## src/sv/glu_pkg.sv

```systemverilog
package glu_pkg;
  localparam int DATA_WIDTH = 64;
  localparam int CNT_W = $clog2(DATA_WIDTH + 1);

  typedef logic [DATA_WIDTH-1:0] data_t;

  typedef enum logic {
    REQ_GCD = 1'b0,
    REQ_LCM = 1'b1
  } req_t;

  typedef enum logic [2:0] {
    ST_IDLE,
    ST_MOD,
    ST_QUOT,
    ST_MUL,
    ST_DONE
  } state_t;

  typedef struct packed {
    logic  start;
    data_t num;
    data_t den;
  } div_req_t;

  typedef struct packed {
    logic  done;
    data_t q;
    data_t r;
  } div_rsp_t;
endpackage

```

## src/sv/glu_if.sv

```systemverilog
interface glu_in_if;
  logic                   valid;
  logic                   ready;
  logic                   req_type;
  logic [63:0]            operand_a;
  logic [63:0]            operand_b;
  modport source (output valid, req_type, operand_a, operand_b, input ready);
  modport sink (input valid, req_type, operand_a, operand_b, output ready);
endinterface

interface glu_out_if;
  logic        valid;
  logic        ready;
  logic [63:0] result_value;
  logic        overflow;
  modport source (output valid, result_value, overflow, input ready);
  modport sink (input valid, result_value, overflow, output ready);
endinterface

```

## src/sv/glu_div.sv

```systemverilog
// restoring divider, one quotient bit per cycle
module glu_div (
  input  logic              clk,
  input  logic              rst_n,
  input  glu_pkg::div_req_t req,
  output glu_pkg::div_rsp_t rsp
);
  import glu_pkg::*;

  logic             busy_r, busy_nxt;
  logic [CNT_W-1:0] cnt_r, cnt_nxt;
  data_t            q_r, q_nxt;
  data_t            rem_r, rem_nxt;
  data_t            den_r, den_nxt;
  logic             done_r, done_nxt;
  logic [DATA_WIDTH:0] trial;
  logic [DATA_WIDTH:0] shifted;

  always_comb begin
    busy_nxt = busy_r;
    cnt_nxt  = cnt_r;
    q_nxt    = q_r;
    rem_nxt  = rem_r;
    den_nxt  = den_r;
    done_nxt = 1'b0;
    shifted  = {rem_r, q_r[DATA_WIDTH-1]};
    trial    = shifted - {1'b0, den_r};
    if (req.start) begin
      busy_nxt = 1'b1;
      cnt_nxt  = CNT_W'(DATA_WIDTH);
      q_nxt    = req.num;
      rem_nxt  = '0;
      den_nxt  = req.den;
    end else if (busy_r) begin
      if (!trial[DATA_WIDTH]) begin
        rem_nxt = trial[DATA_WIDTH-1:0];
        q_nxt   = {q_r[DATA_WIDTH-2:0], 1'b1};
      end else begin
        rem_nxt = shifted[DATA_WIDTH-1:0];
        q_nxt   = {q_r[DATA_WIDTH-2:0], 1'b0};
      end
      cnt_nxt = cnt_r - 1'b1;
      if (cnt_r == CNT_W'(1)) begin
        busy_nxt = 1'b0;
        done_nxt = 1'b1;
      end
    end
  end

  always_ff @(posedge clk) begin
    if (!rst_n) begin
      busy_r <= 1'b0;
      done_r <= 1'b0;
      cnt_r  <= '0;
    end else begin
      busy_r <= busy_nxt;
      done_r <= done_nxt;
      cnt_r  <= cnt_nxt;
    end
    q_r   <= q_nxt;
    rem_r <= rem_nxt;
    den_r <= den_nxt;
  end

  assign rsp.done = done_r;
  assign rsp.q    = q_r;
  assign rsp.r    = rem_r;
endmodule

```

## src/sv/glu_mul.sv

```systemverilog
// shift-add multiplier with overflow detect, one multiplier bit per cycle
module glu_mul (
  input  logic          clk,
  input  logic          rst_n,
  input  logic          start,
  input  glu_pkg::data_t mcand,
  input  glu_pkg::data_t mplier,
  output logic          done,
  output glu_pkg::data_t prod,
  output logic          ovf
);
  import glu_pkg::*;

  logic             busy_r, done_r, ovf_r;
  logic [CNT_W-1:0] cnt_r;
  data_t            acc_r, mc_r, mp_r;
  logic [DATA_WIDTH:0] sum;

  assign sum = {1'b0, acc_r} + {1'b0, mc_r};

  always_ff @(posedge clk) begin
    if (!rst_n) begin
      busy_r <= 1'b0;
      done_r <= 1'b0;
      cnt_r  <= '0;
    end else begin
      done_r <= 1'b0;
      if (start) begin
        busy_r <= 1'b1;
        cnt_r  <= CNT_W'(DATA_WIDTH);
      end else if (busy_r) begin
        cnt_r <= cnt_r - 1'b1;
        if (cnt_r == CNT_W'(1)) begin
          busy_r <= 1'b0;
          done_r <= 1'b1;
        end
      end
    end
    if (start) begin
      acc_r <= '0;
      mc_r  <= mcand;
      mp_r  <= mplier;
      ovf_r <= 1'b0;
    end else if (busy_r) begin
      // MSB-first: acc = 2*acc + bit*mc
      if (acc_r[DATA_WIDTH-1]) ovf_r <= 1'b1;
      if (mp_r[DATA_WIDTH-1]) begin
        if (sum[DATA_WIDTH] || acc_r[DATA_WIDTH-1]) ovf_r <= 1'b1;
        acc_r <= {acc_r[DATA_WIDTH-2:0], 1'b0} + mc_r;
        if (({1'b0, acc_r[DATA_WIDTH-2:0], 1'b0} + {1'b0, mc_r}) > {1'b0, {DATA_WIDTH{1'b1}}})
          ovf_r <= 1'b1;
      end else begin
        acc_r <= {acc_r[DATA_WIDTH-2:0], 1'b0};
      end
      mp_r <= {mp_r[DATA_WIDTH-2:0], 1'b0};
    end
  end

  assign done = done_r;
  assign prod = acc_r;
  assign ovf  = ovf_r;
endmodule

```

## src/sv/gcd_lcm_unit.sv

```systemverilog
// gcd_lcm_unit: GCD or LCM of two unsigned 64-bit operands.
// in_ch (sink) carries req_type, operand_a, operand_b; out_ch (source)
// carries result_value and overflow. One result per transaction.
// in_ch.ready is high only when the unit is idle; a new transaction is
// taken once the previous result has left the output register.
// Every remainder step runs the bit-serial divider (start, 64 quotient
// bits, done); a GCD takes one divider run per Euclid step, at most about
// 93 steps for 64-bit operands. An LCM adds one quotient a/gcd on the
// divider and a shift-add multiply.
// The divider and the multiplier set the rate: one bit per cycle each.
// LCM saturates to all ones with overflow set when the product exceeds
// 64 bits; LCM with a zero operand gives 0.
// Reset (rst_n low, synchronous) returns the sequencer to idle and drops
// any pending result. While out_ch.ready is low the result stays valid
// and stable, and no new input is taken.
module gcd_lcm_unit (
  input logic clk,
  input logic rst_n,
  glu_in_if.sink    in_ch,
  glu_out_if.source out_ch
);
  import glu_pkg::*;

  state_t   state_r, state_nxt;
  req_t     kind_r, kind_nxt;
  data_t    a_r, a_nxt, b_r, b_nxt, oa_r, oa_nxt, ob_r, ob_nxt;
  data_t    res_r, res_nxt;
  logic     ovf_r, ovf_nxt;
  logic     wait_r, wait_nxt;
  div_req_t dreq;
  div_rsp_t drsp;
  logic     mstart, mdone, movf;
  data_t    mprod;

  glu_div u_div (.clk(clk), .rst_n(rst_n), .req(dreq), .rsp(drsp));
  glu_mul u_mul (.clk(clk), .rst_n(rst_n), .start(mstart), .mcand(drsp.q),
                 .mplier(ob_r), .done(mdone), .prod(mprod), .ovf(movf));

  always_comb begin
    state_nxt = state_r;
    kind_nxt  = kind_r;
    a_nxt = a_r; b_nxt = b_r; oa_nxt = oa_r; ob_nxt = ob_r;
    res_nxt = res_r; ovf_nxt = ovf_r; wait_nxt = wait_r;
    dreq = '{start: 1'b0, num: a_r, den: b_r};
    mstart = 1'b0;
    in_ch.ready = (state_r == ST_IDLE);
    case (state_r)
      ST_IDLE: begin
        if (in_ch.valid) begin
          kind_nxt = req_t'(in_ch.req_type);
          a_nxt = in_ch.operand_a; oa_nxt = in_ch.operand_a;
          b_nxt = in_ch.operand_b; ob_nxt = in_ch.operand_b;
          wait_nxt = 1'b0;
          state_nxt = ST_MOD;
        end
      end
      ST_MOD: begin
        if (!wait_r) begin
          if (kind_r == REQ_LCM && (oa_r == '0 || ob_r == '0)) begin
            res_nxt = '0; ovf_nxt = 1'b0; state_nxt = ST_DONE;
          end else if (b_r == '0) begin
            if (kind_r == REQ_GCD) begin
              res_nxt = a_r; ovf_nxt = 1'b0; state_nxt = ST_DONE;
            end else begin
              dreq = '{start: 1'b1, num: oa_r, den: a_r};
              wait_nxt = 1'b1;
              state_nxt = ST_QUOT;
            end
          end else begin
            dreq.start = 1'b1;
            wait_nxt = 1'b1;
          end
        end else if (drsp.done) begin
          a_nxt = b_r; b_nxt = drsp.r; wait_nxt = 1'b0;
        end
      end
      ST_QUOT: begin
        if (drsp.done) begin
          a_nxt = drsp.q; mstart = 1'b1; state_nxt = ST_MUL;
        end
      end
      ST_MUL: begin
        if (mdone) begin
          res_nxt = movf ? '1 : mprod; ovf_nxt = movf; state_nxt = ST_DONE;
        end
      end
      ST_DONE: begin
        if (out_ch.ready) state_nxt = ST_IDLE;
      end
      default: state_nxt = ST_IDLE;
    endcase
  end

  always_ff @(posedge clk) begin
    if (!rst_n) begin
      state_r <= ST_IDLE;
      wait_r  <= 1'b0;
    end else begin
      state_r <= state_nxt;
      wait_r  <= wait_nxt;
    end
    kind_r <= kind_nxt;
    a_r <= a_nxt; b_r <= b_nxt; oa_r <= oa_nxt; ob_r <= ob_nxt;
    res_r <= res_nxt; ovf_r <= ovf_nxt;
  end

  assign out_ch.valid        = (state_r == ST_DONE);
  assign out_ch.result_value = res_r;
  assign out_ch.overflow     = ovf_r;

`ifndef ASSERT_OFF
  a_gcd_no_ovf: assert property (@(posedge clk) disable iff (!rst_n)
    out_ch.valid && kind_r == REQ_GCD |-> !out_ch.overflow)
    else $error("gcd result flagged overflow");
  a_sat: assert property (@(posedge clk) disable iff (!rst_n)
    out_ch.valid && out_ch.overflow |-> out_ch.result_value == '1)
    else $error("overflow without saturation");
  a_hold: assert property (@(posedge clk) disable iff (!rst_n)
    out_ch.valid && !out_ch.ready |=> out_ch.valid && $stable(out_ch.result_value))
    else $error("result dropped while stalled");
`endif
endmodule

```

## src/flat_wrapper.sv

```systemverilog
// flat-port wrapper written by rule: the top's interface ports become plain ports
module gcd_lcm_unit_flat import glu_pkg::*;
  (clk, rst_n, in_ch_valid, in_ch_req_type, in_ch_operand_a, in_ch_operand_b, in_ch_ready, out_ch_valid, out_ch_result_value, out_ch_overflow, out_ch_ready);
  glu_in_if in_ch_i ();
  glu_out_if out_ch_i ();
  input logic clk;
  input logic rst_n;
  input wire logic [$bits(in_ch_i.valid)-1:0] in_ch_valid;
  input wire logic [$bits(in_ch_i.req_type)-1:0] in_ch_req_type;
  input wire logic [$bits(in_ch_i.operand_a)-1:0] in_ch_operand_a;
  input wire logic [$bits(in_ch_i.operand_b)-1:0] in_ch_operand_b;
  output wire logic [$bits(in_ch_i.ready)-1:0] in_ch_ready;
  output wire logic [$bits(out_ch_i.valid)-1:0] out_ch_valid;
  output wire logic [$bits(out_ch_i.result_value)-1:0] out_ch_result_value;
  output wire logic [$bits(out_ch_i.overflow)-1:0] out_ch_overflow;
  input wire logic [$bits(out_ch_i.ready)-1:0] out_ch_ready;
  assign in_ch_i.valid = in_ch_valid;
  assign in_ch_i.req_type = in_ch_req_type;
  assign in_ch_i.operand_a = in_ch_operand_a;
  assign in_ch_i.operand_b = in_ch_operand_b;
  assign in_ch_ready = in_ch_i.ready;
  assign out_ch_valid = out_ch_i.valid;
  assign out_ch_result_value = out_ch_i.result_value;
  assign out_ch_overflow = out_ch_i.overflow;
  assign out_ch_i.ready = out_ch_ready;
  gcd_lcm_unit u_core (.clk(clk), .rst_n(rst_n), .in_ch(in_ch_i), .out_ch(out_ch_i));
endmodule
```

## config.mk

```make
export PLATFORM = sky130hd
export DESIGN_NAME = gcd_lcm_unit_flat
export DESIGN_NICKNAME = d
export VERILOG_FILES = /design/src/sv/glu_pkg.sv /design/src/sv/glu_if.sv /design/src/sv/glu_div.sv /design/src/sv/glu_mul.sv /design/src/sv/gcd_lcm_unit.sv /design/src/flat_wrapper.sv
export SDC_FILE = /design/constraint.sdc
export NUM_CORES = 2
export LEC_CHECK = 0
export BUFFER_PORTS_ARGS = -buffer_cell sky130_fd_sc_hd__buf_2
export CORE_MARGIN = 5
export CORE_UTILIZATION = 35
export CTS_BUF_LIST = sky130_fd_sc_hd__clkbuf_4
export DETAILED_ROUTE_END_ITERATION = 12
export GPL_TIMING_DRIVEN = 0
export HOLD_SLACK_MARGIN = 0.12
export MAX_ROUTING_LAYER = met4
export PLACE_DENSITY = 0.48
export SETUP_SLACK_MARGIN = 0.1
export SLEW_MARGIN = 15
export SYNTH_ARGS = -nofsm -noshare
export SYNTH_HDL_FRONTEND = slang
export SYNTH_SLANG_ARGS = --single-unit
```

## constraint.sdc

```tcl
create_clock -name clk -period 8.15 [get_ports clk]
set_input_delay 2.0375 -clock clk [delete_from_list [all_inputs] [get_ports clk]]
set_output_delay 2.0375 -clock clk [all_outputs]
set_load 0.02 [all_outputs]
```

==> impl_metrics.toml <==
[run_status]
status = "completed"

[finish]
drive_above_1_share_pct = 13.0
fin_nets = 4647
final_util_pct = 40.4
syn_to_final_growth_pct = 15.1
stdcell_area_sq_um = 44500

[clocking]
clock_sinks = 729
clockBufferDepth = 3
numCtsBuffers = 197
post_cts_buffers = 0
cts_tree = "done"
h-tree-depth = 4
cts-resized-gates = 0
holdBufCountCts = 0
clkSlewWorstSetupHoldPaths_ns = 0.07
worstSkewPairLatency_ns = 1.13
clockRootBuffer = "clkbuf_4"

[power_and_ir_drop]
p_leak_uw = 0.0185
fin_total_pwr_uw = 12800
pwr_density_cell_nw_per_um2 = 288
ir_drop_v = 0.000112

[logic_synthesis]
yosys.area.top_type = "edfxtp_1"
synth.ff_latch_count = 729
synthFlopType = "edfxtp_1"
syn_avg_cell_area_sq_um = 9.90
syn-num-nets = 4236
synth.most_common_cell = "nand2_1"
syn_area_sq_um = 38700
async_flop_share_pct = 0
synth_cell_types = 81
synth_cells = 3907
synth_area_leaders = "edfxtp_1 (45%), dfxtp_1 (7.8%), nand2_1 (7.5%), ha_1 (6.3%), a21oi_1 (3.3%)"
seq_area_frac_synth_pct = 52.7
synth_top_area_share_pct = 44.9
synth-edff-count = 578
ys_warn_count = 0
synthTopCellsByCount = "nand2_1 (770), edfxtp_1 (578), nor2_1 (297)"

[die]
io_pins = 200
core_sq_um = 110000
fp.dieW_um = 342
initial_core_util_pct = 35.1
num_rows = 122
die_h_um = 342
dieArea_sq_um = 117000

[sta]
slew_headroom_pct = 17.0
fin_skew_ns = 0.104
rsz0062_at_grt = "no"
hold_violations = 0
fmax_mhz = 187
hold_ws_ns = 0.480
setup_slack_ns = 2.80
post-route-period-util_pct = 65.6
slew_violations = 0
worst_pin_slew_ns = 1.24
finalSetupViolCount = 0
min_period_ns = 5.35

[global_routing]
first_global_vias = 31500
grt_pass1_wl_um = 213000
grt-ovfl-total = 0
antenna_found_initial = 3
track_usage_pct = 25.4
grt_max_degree = 52

[placed_design]
io_buffers = 199
place_congestion = 0.915
dp_slack_ns = 2.58
placed_cell_area_sq_um = 41900
hpwl_um = 116000

[route]
wirelength_um = 148000
via_count = 32300
drc = 0
viasPerCell = 5.41
wl_per_cell_um = 24.8
ant_nets = 0
initialDrtViolationCount = 2792
drtPass1Iterations = 6

[worst_setup_path]
worstSetupStartpointType = "flop"
worst-r2r-cell-count = 11
required_ns = 8.94
crit_path_max_fanout = 50
critPathKind = "flop to flop"
arrival_ns = 6.13
worstSetupEndpointType = "flop"

[min_path]
hold_depth = 2
hp-class = "flop to flop"

[job]
cap_violations = 0
## where the power goes
part	switching, uW	leakage (uW)	internal, uW	total (uW)
sequential	645	0.00666	4770	5410
combinational	2520	0.0103	1450	3970
clock	1640	0.00154	1790	3430
## sequential cells by signal, summed over array words and instances (netlist names), 3 cells and up
name,flops
u_core.a_r,64
u_core.b_r,64
u_core.oa_r,64
u_core.ob_r,64
u_core.out_ch.result_value,64
u_core.u_div.den_r,64
u_core.u_div.q_r,64
u_core.u_div.rem_r,64
u_core.u_mul.mc_r,64
u_core.u_mul.mp_r,64
u_core.u_mul.prod,64
u_core.u_div.cnt_r,7
u_core.u_mul.cnt_r,7
u_core.state_r,3
## through the flow
step / TNS (ns) / instances
finish: 0 / 5967
global route: 0 / 5967
CTS: 0 / 5964
detailed placement: 0 / 5607
global placement: -81.58 / 5594
floorplan: 0 / 3907
## final cells by class
cell class              instances  area (sq um)
clock buffers                 303          2270
plain buffers                 224           903
repair buffers                212          1280
diodes                          3          7.51
flip-flops and latches        729         20400
inverters                     111           419
multi-input cells            2843         17000
fillers                     11300         65700
clock inverters                54           328
well taps                    1488          1860
## placed cells by master, fill, tap and decap left out, types with 15 or more instances in the layout
cell	netlist	routed
o211ai_1	15	15
ha_1	194	194
nand4_1	64	64
nor3_1	29	28
nand2_1	770	769
xor2_1	47	47
inv_1	109	108
nor4_1	54	51
nand3_1	93	93
a211oi_1	46	46
mux2i_1	79	79
o21ai_0	220	220
nor2b_1	19	19
or3_1	15	15
edfxtp_1	578	578
clkinv_1	1	38
nor2_1	297	296
and3_1	33	32
a21oi_1	253	253
clkbuf_4	0	305
buf_1	22	22
a41oi_1	15	15
clkbuf_1	188	184
o21bai_1	23	23
buf_2	6	205
a22oi_1	67	67
xnor2_1	75	75
a31oi_1	90	90
dfxtp_1	151	151
a21o_1	157	157
## layer usage
layer | vias up | track usage [%] | routed length [um]
met5 | - | - | 0
met2 | 1123 | 38.5 | 66300
met1 | 15600 | 35.2 | 68200
met4 | 0 | 8.66 | 5040
met3 | 244 | 3.43 | 8520
li1 | 15300 | - | -
## worst max-delay path, cell delays in order (launching register included)
cell	delay, ns
edfxtp_1	0.55
nor4_1	0.80
nand4_1	0.42
nor4_1	0.58
o21ai_0	0.24
o21ai_0	0.17
or3_1	0.22
inv_1	0.13
clkbuf_1	0.50
nor2_1	0.82
inv_4	0.27
buf_16	0.28
## worst paths after layout
path,startpoint,end,slack [ns]
setup / recovery,u_core.oa_r[59]$_DFFE_PP_,u_core.u_div.q_r[62]$_DFFE_PP_,2.80
hold / removal,u_core.ob_r[62]$_DFFE_PP_,u_core.u_mul.mp_r[62]$_DFFE_PP_,0.48
setup reg to reg,u_core.oa_r[59]$_DFFE_PP_,u_core.u_div.q_r[62]$_DFFE_PP_,2.80
hold reg to reg,u_core.ob_r[62]$_DFFE_PP_,u_core.u_mul.mp_r[62]$_DFFE_PP_,0.48
## kinds of logic (layout without fill, tap and decap cells)
family,count (synthesis),in the layout,share of synthesized area [%]
AO/OA/AOI/OAI,1017,1017,16.7
XOR/XNOR,122,122,2.76
multiplexers,79,79,2.04
adder cells (fa/ha/maj),196,196,6.38
buffers and inverters,335,904,3.39
AND/OR/NAND/NOR,1429,1429,16.0
other,0,3,0
flip-flops,729,729,52.7
Power figures use the tool's default switching activity.
